## src/rtl/aes256ctr_pkg.sv

```systemverilog
// package for the aes-256 ctr keystream block: sbox, round helpers, key expansion step
// no dependencies
`timescale 1ns / 1ps
package aes256ctr_pkg;

  localparam int unsigned NumRounds    = 14;
  localparam int unsigned NumRoundKeys = 15;
  localparam int unsigned KeyWords     = 8;
  localparam int unsigned FifoDepth    = 4;
  localparam int unsigned CfgIdxW      = 3;
  localparam int unsigned CfgDataW     = 64;

  typedef enum logic [CfgIdxW-1:0] {
    REG_KEY0 = 3'd0,
    REG_KEY1 = 3'd1,
    REG_KEY2 = 3'd2,
    REG_KEY3 = 3'd3,
    REG_IVH  = 3'd4,
    REG_IVM  = 3'd5
  } cfg_reg_t;

  typedef logic [127:0] blk_t;

  // one item moving from the front queue into the cipher pipeline
  typedef struct packed {
    blk_t data;
    blk_t ctr;
    logic last;
  } item_t;

  function automatic logic [7:0] sbox(input logic [7:0] a);
    logic [7:0] t [256];
    t = '{
      8'h63,8'h7c,8'h77,8'h7b,8'hf2,8'h6b,8'h6f,8'hc5,8'h30,8'h01,8'h67,8'h2b,8'hfe,8'hd7,8'hab,8'h76,
      8'hca,8'h82,8'hc9,8'h7d,8'hfa,8'h59,8'h47,8'hf0,8'had,8'hd4,8'ha2,8'haf,8'h9c,8'ha4,8'h72,8'hc0,
      8'hb7,8'hfd,8'h93,8'h26,8'h36,8'h3f,8'hf7,8'hcc,8'h34,8'ha5,8'he5,8'hf1,8'h71,8'hd8,8'h31,8'h15,
      8'h04,8'hc7,8'h23,8'hc3,8'h18,8'h96,8'h05,8'h9a,8'h07,8'h12,8'h80,8'he2,8'heb,8'h27,8'hb2,8'h75,
      8'h09,8'h83,8'h2c,8'h1a,8'h1b,8'h6e,8'h5a,8'ha0,8'h52,8'h3b,8'hd6,8'hb3,8'h29,8'he3,8'h2f,8'h84,
      8'h53,8'hd1,8'h00,8'hed,8'h20,8'hfc,8'hb1,8'h5b,8'h6a,8'hcb,8'hbe,8'h39,8'h4a,8'h4c,8'h58,8'hcf,
      8'hd0,8'hef,8'haa,8'hfb,8'h43,8'h4d,8'h33,8'h85,8'h45,8'hf9,8'h02,8'h7f,8'h50,8'h3c,8'h9f,8'ha8,
      8'h51,8'ha3,8'h40,8'h8f,8'h92,8'h9d,8'h38,8'hf5,8'hbc,8'hb6,8'hda,8'h21,8'h10,8'hff,8'hf3,8'hd2,
      8'hcd,8'h0c,8'h13,8'hec,8'h5f,8'h97,8'h44,8'h17,8'hc4,8'ha7,8'h7e,8'h3d,8'h64,8'h5d,8'h19,8'h73,
      8'h60,8'h81,8'h4f,8'hdc,8'h22,8'h2a,8'h90,8'h88,8'h46,8'hee,8'hb8,8'h14,8'hde,8'h5e,8'h0b,8'hdb,
      8'he0,8'h32,8'h3a,8'h0a,8'h49,8'h06,8'h24,8'h5c,8'hc2,8'hd3,8'hac,8'h62,8'h91,8'h95,8'he4,8'h79,
      8'he7,8'hc8,8'h37,8'h6d,8'h8d,8'hd5,8'h4e,8'ha9,8'h6c,8'h56,8'hf4,8'hea,8'h65,8'h7a,8'hae,8'h08,
      8'hba,8'h78,8'h25,8'h2e,8'h1c,8'ha6,8'hb4,8'hc6,8'he8,8'hdd,8'h74,8'h1f,8'h4b,8'hbd,8'h8b,8'h8a,
      8'h70,8'h3e,8'hb5,8'h66,8'h48,8'h03,8'hf6,8'h0e,8'h61,8'h35,8'h57,8'hb9,8'h86,8'hc1,8'h1d,8'h9e,
      8'he1,8'hf8,8'h98,8'h11,8'h69,8'hd9,8'h8e,8'h94,8'h9b,8'h1e,8'h87,8'he9,8'hce,8'h55,8'h28,8'hdf,
      8'h8c,8'ha1,8'h89,8'h0d,8'hbf,8'he6,8'h42,8'h68,8'h41,8'h99,8'h2d,8'h0f,8'hb0,8'h54,8'hbb,8'h16
    };
    return t[a];
  endfunction

  function automatic logic [7:0] xtime(input logic [7:0] b);
    return {b[6:0], 1'b0} ^ (b[7] ? 8'h1b : 8'h00);
  endfunction

  // byte i of a block (byte 0 in bits 127:120)
  function automatic logic [7:0] get_byte(input blk_t s, input int unsigned i);
    return s[127 - 8*i -: 8];
  endfunction

  // one cipher round; final drops mixcolumns
  function automatic blk_t aes_round(input blk_t s, input blk_t rk, input logic final_rnd);
    blk_t t;
    blk_t m;
    logic [7:0] a0, a1, a2, a3, al;
    for (int c = 0; c < 4; c++) begin
      for (int r = 0; r < 4; r++) begin
        t[127 - 8*(r + 4*c) -: 8] = sbox(get_byte(s, r + 4*((c + r) % 4)));
      end
    end
    for (int c = 0; c < 4; c++) begin
      a0 = get_byte(t, 4*c);
      a1 = get_byte(t, 4*c + 1);
      a2 = get_byte(t, 4*c + 2);
      a3 = get_byte(t, 4*c + 3);
      al = a0 ^ a1 ^ a2 ^ a3;
      m[127 - 8*(4*c)     -: 8] = a0 ^ al ^ xtime(a0 ^ a1);
      m[127 - 8*(4*c + 1) -: 8] = a1 ^ al ^ xtime(a1 ^ a2);
      m[127 - 8*(4*c + 2) -: 8] = a2 ^ al ^ xtime(a2 ^ a3);
      m[127 - 8*(4*c + 3) -: 8] = a3 ^ al ^ xtime(a3 ^ a0);
    end
    return (final_rnd ? t : m) ^ rk;
  endfunction

  // next 128-bit round key from the previous two; odd steps use rcon, even use subword only
  function automatic blk_t key_step(input blk_t k2, input blk_t k1, input logic odd_step,
                                    input logic [7:0] rc);
    logic [31:0] w;
    logic [31:0] prev;
    blk_t o;
    w = k1[31:0];
    if (odd_step) begin
      w = {sbox(w[23:16]) ^ rc, sbox(w[15:8]), sbox(w[7:0]), sbox(w[31:24])};
    end else begin
      w = {sbox(w[31:24]), sbox(w[23:16]), sbox(w[15:8]), sbox(w[7:0])};
    end
    prev = w;
    for (int j = 0; j < 4; j++) begin
      o[127 - 32*j -: 32] = k2[127 - 32*j -: 32] ^ prev;
      prev = o[127 - 32*j -: 32];
    end
    return o;
  endfunction

endpackage

```

## src/rtl/aes256ctr_front.sv

```systemverilog
// front: takes items, builds the counter block, queues them for the cipher pipeline
// depends on aes256ctr_pkg
`timescale 1ns / 1ps
module aes256ctr_front #(
  parameter int unsigned DEPTH = aes256ctr_pkg::FifoDepth
) (
  input  logic                 clk,
  input  logic                 rst_n,
  input  logic                 push,
  output logic                 full,
  input  logic [63:0]          iv_high,
  input  logic [31:0]          iv_middle,
  input  logic [31:0]          block_counter,
  input  logic [127:0]         data,
  input  logic                 last,
  input  logic                 take,
  output logic                 avail,
  output aes256ctr_pkg::item_t item
);
  localparam int unsigned AW = (DEPTH > 1) ? $clog2(DEPTH) : 1;

  aes256ctr_pkg::item_t mem [DEPTH];
  logic [AW-1:0] wp_r, rp_r;
  logic [AW:0]   cnt_r;
  logic          do_push, do_pop;

  assign full    = (cnt_r == AW'(0) + (AW+1)'(DEPTH));
  assign avail   = (cnt_r != '0);
  assign do_push = push && !full;
  assign do_pop  = take && avail;
  assign item    = mem[rp_r];

  always_ff @(posedge clk) begin
    if (do_push) begin
      mem[wp_r] <= '{data: data, ctr: {iv_high, iv_middle, block_counter}, last: last};
    end
  end

  always_ff @(posedge clk) begin
    if (!rst_n) begin
      wp_r  <= '0;
      rp_r  <= '0;
      cnt_r <= '0;
    end else begin
      if (do_push) wp_r <= (wp_r == AW'(DEPTH - 1)) ? '0 : wp_r + 1'b1;
      if (do_pop)  rp_r <= (rp_r == AW'(DEPTH - 1)) ? '0 : rp_r + 1'b1;
      cnt_r <= cnt_r + (AW+1)'(do_push) - (AW+1)'(do_pop);
    end
  end

  assert property (@(posedge clk) disable iff (!rst_n) cnt_r <= (AW+1)'(DEPTH))
    else $error("front queue count overflow");
  assert property (@(posedge clk) disable iff (!rst_n) (do_push && !do_pop) |=> cnt_r != '0)
    else $error("push lost");
  assert property (@(posedge clk) disable iff (!rst_n) full |-> !do_push)
    else $error("push while full");
endmodule

```

## config.mk

```make
export PLATFORM = sky130hd
export DESIGN_NAME = aes256ctr_front
export DESIGN_NICKNAME = d
export VERILOG_FILES = /design/src/rtl/aes256ctr_pkg.sv /design/src/rtl/aes256ctr_front.sv
export SDC_FILE = /design/constraint.sdc
export NUM_CORES = 1
export LEC_CHECK = 0
export BUFFER_PORTS_ARGS = -buffer_cell sky130_fd_sc_hd__buf_2
export CAP_MARGIN = 20
export CORE_UTILIZATION = 30
export DETAILED_ROUTE_END_ITERATION = 12
export GPL_TIMING_DRIVEN = 0
export PLACE_DENSITY = 0.58
export SLEW_MARGIN = 20
export SYNTH_ARGS = -nofsm -noshare
export SYNTH_HDL_FRONTEND = slang
export SYNTH_SLANG_ARGS = --single-unit
export TNS_END_PERCENT = 10
```

## constraint.sdc

```tcl
create_clock -name clk -period 10.55 [get_ports clk]
set_input_delay 1.5825 -clock clk [delete_from_list [all_inputs] [get_ports clk]]
set_output_delay 1.5825 -clock clk [all_outputs]
set_load 0.005 [all_outputs]
```

=== After elaboration in Yosys (flattened, before gate mapping) ===
Memories as Yosys holds them, arrays and structs flattened. A register that Yosys moved wholly into a read port is not among the register bits.
Cells that the tools add are included.

* Add/sub/neg operators: 4
* Equal/unequal tests: 3
* Mux-type cells: 6
* Reduce and logical (&&, ||, !) cells: 4

{| class="wikitable"
|+ Operators by type and width
! operator !! number
|-
| $mux 2 || 4
|-
| $add 2x1->2 const B || 2
|-
| $eq 2x2->1 const B || 2
|-
| $add 3x1->3 || 1
|-
| $eq 3x3->1 const B || 1
|-
| $reduce_bool 3->1 || 1
|-
| $sub 3x1->3 || 1
|-
| $logic_and 1x1->1 || 2
|-
| $mux 1 || 2
|-
| $logic_not 1->1 || 1
|}

* Flip-flop bits (word level): 7
* Memory bits (writable): 1,028
* Input bits: 261
* Output and inout port bits: 259
* Logic and storage cells: 21
* Memories kept: 1

{| class="wikitable"
|+ Memories
! memory !! words !! width !! rd ports !! clocked after memory_dff !! wr ports !! RTL line !! text
|-
| mem || 4 || 257 || 1 || 1 || 1 || aes256ctr_front.sv:22 || <nowiki>aes256ctr_pkg::item_t mem [DEPTH];</nowiki>
|}

=== Depth between registers and ports, before layout ===
Gate-level depths: netlist (run 1).

* Depth in word-level cells: 5
* Depth in mapped cells: 12
* Mapped depth without buffers: 11

=== Least setup slack after synthesis (run 1) ===
Ideal clock, no wire load.

* Path kind: input to register
* Start: in push
* End: mem mem[0][0] (netlist bit), enable pin
* Setup time: 0.651 ns
* Arrival time: 7.798 ns
* Required time: 9.899 ns
* Setup slack: 2.102 ns
* Cell stages on the path: 3
* Path buffers: 1
* Cells stage by stage: nor2b_1 clkbuf_1 and2_1

* Word-level cells in the longest chain between the ends: 3

{| class="wikitable"
|+ Ends and longest elaborated chain
! element !! RTL line !! text
|-
| start: declaration || aes256ctr_front.sv:9 || <nowiki>input logic push,</nowiki>
|-
| $logic_and 1x1->1 || aes256ctr_front.sv:29 || <nowiki>assign do_push = push && !full;</nowiki>
|-
| $mux 1 || aes256ctr_front.sv:34 || <nowiki>if (do_push) begin</nowiki>
|-
| $mux 1 (implied by the code) || aes256ctr_front.sv:35 || <nowiki>mem[wp_r] <= '{data: data, ctr: {iv_high, iv_middle, block_counter}, last: last};</nowiki>
|-
| end: declaration || aes256ctr_front.sv:22 ||
|}

Every way passes these cells.

==> qor.yml, run 1 <==
slew_headroom_pct: 40.2
fin_crit_sh_pct: 43.2
synth-edff-count: 1028
row_count: 129
async_flop_share_pct: 0
nFillCells: 11268
hold-path-endpoint: "wp_r[1]$_SDFFE_PN0P_"
rsz0062_at_grt: "no"
synth_common_cells: "edfxtp_1, mux4_2, buf_2"
fp.dieW_um: 357
drv_slew: 0
cts_tree: "yes"
start_kind: "flop"
nNetsFinal: 2314
timing.setup.tns_ns: 0
antenna_found_initial: 30
htreeDepth: 3
status: "complete, no violations"
detail_route.wl_per_cell_um: 21.9
peakVddDrop_v: 0.000172
overflow: 0
worst_ep_arrival_time_ns: 2.97
finish.instance_area_mm2: 0.0463
syn_area_per_cell_um2: 27.1
critPathKind: "flop to output pin"
worst_pin_slew_ns: 0.898
synthCells: 1395
r2r_cells: 7
ios: 520
synthTopCellsByArea: "edfxtp_1, mux4_2, buf_12"
avgViaCountPerCell: 4.47
yosysTopAreaCell: "edfxtp_1"
clock_skew_ns: 0.0201
setup-violations-final: 0
synth-main-ff-cell: "edfxtp_1"
postCtsSetupBuffers: 0
ys_types: 22
drt_iter0_markers: 1120
regToRegSetupSlack_ns: 7.55
synth_area_mm2: 0.0378
dp_slack_ns: 6.42
grt_usage_pct: 12.8
utilization_pct: 37.3
ys_warn_count: 0
cts_root_buffer: "clkbuf_16"
drc: 0
core_mm2: 0.124
critPathCaptureType: "output pin"
grt_max_degree: 46
hold_path.class: "flop to flop"
die_h_um: 357
timing.fmax_mhz: 219
place_congestion: 0.704
wirelength_um: 82500
drive_above_1_share_pct: 47.2
cts_sinks: 1037
cts_hold_buf: 0
crit_required_ns: 8.97
syn_nets: 1664
drv_cap: 0
syn_to_final_growth_pct: 22.6
dr.pass1.iters: 5
yosys_register_bits: 1037
power_mw: 10.9
p_leak_nw: 15.3
ant_nets: 0
clk_pin_slew_worst_paths_ns: 0.06
cts_inserted_buffers: 105
fin_crit_ns: 4.56
min_from: "wp_r[1]$_SDFFE_PN0P_"
initial_core_util_pct: 30.4
grt_pass1_vias: 18430
clockBufferDepth: 3
hpwl_um: 55900
path_max_fanout: 10
post_cts_resized: 0
netlist.area_leader.share_pct: 81.7
insertion_delay_ns: 0.70
place_area_mm2: 0.0431
r2r-start: "cnt_r[1]$_SDFF_PN0_"
r2r-end: "mem[1][170]$_DFFE_PP_"
whs_path_depth: 2
grt_pass1_wl_um: 120000
die_area_mm2: 0.127
p_per_area_mw_per_mm2: 235
io_buffers: 519
synth_seq_area_share_pct: 82.2
vias: 16834
worst_slack_ns: 5.99
hold_viol_final: 0
yosysMostFrequentCell: "edfxtp_1"
## worst max-delay path, stage by stage, from the launching register on
cell,delay [ns]
dfxtp_1,0.30
buf_2,0.18
clkbuf_1,0.70
buf_2,0.52
mux4_2,0.37
buf_2,0.20
## cells in the final DEF (no fill, tap or decap), types with 9 or more instances in the layout
master and n:
buf_2 544, buf_16 19, mux4_2 257, clkbuf_1 24, buf_12 27, clkbuf_16 107
edfxtp_1 1028, clkinv_1 25, dfxtp_1 9, clkinv_2 20
## how the worst max path moves through the flow
stage,start,to,slack (ns),cells past startpoint
2_1_floorplan,push,mem[0][0]$_DFFE_PP_,2.10,3
3_3_place_gp,push,mem[0][121]$_DFFE_PP_,-3.01,4
3_5_place_dp,push,mem[1][122]$_DFFE_PP_,6.42,7
4_1_cts,flop,item[77],5.72,5
5_1_grt,flop,item[77],5.72,5
6_report,flop,item[77],5.99,5
## where the power goes
group	internal, mW	switching, mW
sequential	5.00	0.0861
combinational	1.13	1.14
clock	2.00	1.52
total	8.13	2.74
## sequential cells by signal, indices dropped and copies added, names as in the netlist, named ones only
register / count
mem: 1028
cnt_r: 3
rp_r: 2
wp_r: 2
## stage by stage
step | hold WS [ns] | std cells
finish | 0.510 | 3770
global route | 0.525 | 3766
CTS | 0.507 | 3765
detailed placement | 0.499 | 3575
global placement | 0.478 | 3551
floorplan | 0.468 | 1395
## metal layers
| layer | up-vias | global-route usage, % | part of all wire, % |
|---|---|---|---|
| li1 | 7413 | - | - |
| met1 | 8725 | 14.8 | 38 |
| met2 | 488 | 21.7 | 51 |
| met3 | 162 | 5.13 | 8.7 |
| met4 | 46 | 4.28 | 2.5 |
| met5 | - | 0 | 0.37 |
## final cells by class
cell class,instances,area [µm²],area share (%)
Inverter,6,22.5,0.0486
Buffer,60,661,1.43
Multi-Input combinational cell,292,6060,13.1
Clock inverter,64,509,1.10
Clock buffer,126,2750,5.93
Tap cell,1637,2050,4.42
Antenna cell,5,12.5,0.0270
Timing Repair Buffer,543,3220,6.95
Sequential cell,1037,31000,67.0
## cells by family (layout without fill, tap and decap cells)
family          Yosys count  in the layout  share of synthesized area (%)
simple gates             20             20                          0.275
xor+xnor                  2              2                         0.0464
flops                  1037           1037                           82.2
mux                     259            259                           15.4
fa+ha+maj                 8              8                          0.285
buf+inv                  66            799                           1.80
compound gates            3              3                         0.0464
other cells               0              5                              0
No activity file was read; power rests on OpenSTA's default activity.
==> run 2, diff against run 1 <==
--- a/config.mk
+++ b/config.mk
@@ -5,6 +5,7 @@
 export SDC_FILE = /design/constraint.sdc
 export NUM_CORES = 1
 export LEC_CHECK = 0
+export ABC_AREA = 1
 export BUFFER_PORTS_ARGS = -buffer_cell sky130_fd_sc_hd__buf_2
 export CAP_MARGIN = 20
 export CORE_UTILIZATION = 30
==> constraint.sdc (replaced) <==
create_clock -name clk -period 4.3 [get_ports clk]
set_input_delay 0.645 -clock clk [delete_from_list [all_inputs] [get_ports clk]]
set_output_delay 0.645 -clock clk [all_outputs]
set_load 0.005 [all_outputs]
==> qor.yml, run 2 <==
htreeDepth: 3  # unchanged
whs_ns: 0.133  # -0.377 ns
slew_headroom_pct: 44.1  # +4.0 points
clkPwrFrac_pct: 30.1  # -2.2 points
cts_tree: "yes"
drv_slew: 0  # unchanged
ant_nets: 0  # unchanged
power_mw: 29.9  # +170%
synthTopCellsByArea: "edfxtp_1, nor2_1, o22ai_1"
dr.pass1.iters: 5  # unchanged
worst_pin_slew_ns: 0.838  # -0.0596 ns
syn_to_final_growth_pct: 24.9
cts_root_buffer: "clkbuf_16"
row_count: 131  # +1.6%
ys_warn_count: 0  # unchanged
final_common_cell: "edfxtp_1"
fp.dieW_um: 360  # +0.92%
drive_above_1_share_pct: 26.0  # -21 points
die_area_mm2: 0.130  # +1.8%
place_congestion: 0.753  # +6.8%
regToRegSetupSlack_ns: 1.35  # -6.20 ns
synth-edff-count: 1028  # unchanged
grt_pass1_wl_um: 161000  # +34%
nFillCells: 11996  # +6.5%
overflow: 0  # unchanged
clock_skew_ns: 0.0270  # +0.00690 ns
synth-main-ff-cell: "edfxtp_1"
avgViaCountPerCell: 4.79  # +7.4%
worst_ep_arrival_time_ns: 3.27  # +0.30 ns
start_kind: "flop"
hold_viol_final: 0  # unchanged
async_flop_share_pct: 0  # unchanged
cts_inserted_buffers: 109  # +3.8%
p_leak_nw: 16.7  # +9.3%
finish.instance_area_mm2: 0.0481  # +3.7%
top_regs: "mem x1028, cnt_r x3"
die_h_um: 360  # +0.92%
drt_iter0_markers: 1892  # +69%
critPathKind: "flop to output pin"
mostFrequentLayoutCells: "edfxtp_1, buf_2, nor2_1, o21ai_0, o22ai_1"
synth_seq_area_share_pct: 80.7  # -1.5 points
hpwl_um: 75600  # +35%
clk_pin_slew_worst_paths_ns: 0.06  # about the same
detail_route.wl_per_cell_um: 22.4  # +2.4%
syn_area_per_cell_um2: 15.1  # -44%
worst_slack_ns: 0.386  # -5.61 ns
power_frac_comb_pct: 28.0  # +7.1 points
yosys_register_bits: 1037  # unchanged
swShare_pct: 31.8  # +6.6 points
grt_max_degree: 23  # -50%
cts_sinks: 1037  # unchanged
ios: 520  # unchanged
yosysMostFrequentCell: "edfxtp_1"
wirelength_um: 112000  # +36%
grt_pass1_vias: 24046  # +30%
place_area_mm2: 0.0447  # +3.7%
internal-power_mw: 20.4  # +150%
regArea_mm2: 0.0310  # unchanged
utilization_pct: 37.7  # +0.46 points
insertion_delay_ns: 0.72  # +0.02 ns
antenna_found_initial: 34  # +13%
vias: 23964  # +42%
dp_slack_ns: 0.806  # -5.61 ns
crit_required_ns: 3.65  # -5.32 ns
io_buffers: 519  # unchanged
synth_area_mm2: 0.0385  # +1.9%
netlist.area_leader.share_pct: 80.2  # -1.5 points
cts_hold_buf: 0  # unchanged
p_per_area_mw_per_mm2: 621  # +160%
grt_usage_pct: 16.9  # +4.0 points
top_register: "mem"
rsz0062_at_grt: "no"
status: "complete, no violations"
critPathCaptureType: "output pin"
yosysTopAreaCell: "edfxtp_1"
timing.fmax_mhz: 255
p_sw_mw: 9.50  # +250%
drv_cap: 0  # unchanged
core_mm2: 0.127  # +2.5%
drc: 0  # unchanged
synthCells: 2553  # +83%
fin_crit_sh_pct: 91.0
hold_path.class: "input port to flop"
multi_input_area_mm2: 0.00642  # +5.9%
fin_crit_ns: 3.91
p_seq_share_pct: 41.9  # -4.8 points
syn_nets: 2822  # +70%
largest_register_ffs: 1028  # unchanged
synth_common_cells: "edfxtp_1, nor2_1, o21ai_0"
clockBufferDepth: 3  # unchanged
nNetsFinal: 3512  # +52%
ys_types: 20  # -9.1%
path_max_fanout: 10  # unchanged
peakVddDrop_v: 0.000393  # +130%
initial_core_util_pct: 30.2  # -0.18 points
setup-violations-final: 0  # unchanged
-- run 2: cell count changes in the layout (fill, tap and decap cells not counted), moves of 41 or more --
| cell | previous run | this run |
|---|---|---|
| o22ai_1 | 0 | 256 |
| o21ai_0 | 2 | 299 |
| mux4_2 | 257 | 0 |
| nor2_1 | 2 | 521 |
| clkbuf_1 | 24 | 65 |
| o21ai_1 | 0 | 216 |
| buf_2 | 544 | 608 |
-- run 2: path summary, 6_finish.rpt --
path | endpoint | start | cells past startpoint
max | item[212] | flop | 6
min | mem[0][3]$_DFFE_PP_ | block_counter[2] | 1
min reg2reg | rp_r[1]$_SDFFE_PN0N_ | rp_r[1]$_SDFFE_PN0N_ | 2
max reg2reg | mem[2][163]$_DFFE_PP_ | cnt_r[1]$_SDFF_PN0_ | 10
-- run 2: cells by family after synthesis --
logic type	Yosys count	synth area share, %
DFF	1037	80.7
AOI/OAI and AO/OA	778	11.0
and+or+nand+nor	542	5.30
buffers and inverters	188	2.78
adders and majority gates	8	0.280
-- run 2: what timing repair did --
action,in CTS,in global routing
endpoints found under the setup margin,1,0
buffers inserted,0,0
resized for setup,1,0
-- run 2: routing by layer --
metal	part of all wire [%]	wire [µm]	GRT usage (%)
met1	41	46500	21.5
met5	0.22	247	0
met4	2.1	2300	4.32
met2	47	53100	27.5
met3	8.8	9890	5.71
-- run 2: layout make-up --
cell class | instances | share of cell area (%)
clock inverter | 55 | 1.04
clock buffer | 141 | 5.97
inverter | 19 | 0.159
tap | 1662 | 4.33
antenna | 9 | 0.0469
buffer | 169 | 2.07
timing repair buffer | 579 | 8.43
multi-input combinational | 1328 | 13.4
sequential | 1037 | 64.6
-- run 2: per-stage QoR --
stage	setup TNS, ns	cells
after floorplan	-662.60	2553
after global placement	-4294.13	4734
after detailed placement	0	4794
after CTS	0	4990
after global routing	0	4994
final	0	4999
-- run 2: power groups by stage --
stage | Clock, mW | Combinational (mW) | Sequential [mW]
2_1_floorplan | 0 | 3.91 | 12.8
3_3_place_gp | 0 | 7.99 | 13.0
3_5_place_dp | 0 | 8.50 | 12.7
4_1_cts | 9.21 | 8.54 | 12.5
5_1_grt | 9.57 | 9.09 | 12.6
6_report | 8.97 | 8.36 | 12.5
-- run 2: critical path: stages (launching register included) --
cell and delay (ns):
dfxtp_1 0.41, inv_2 0.20, buf_4 0.37, clkbuf_1 0.68
o21ai_1 0.18, o22ai_2 0.47, buf_2 0.22
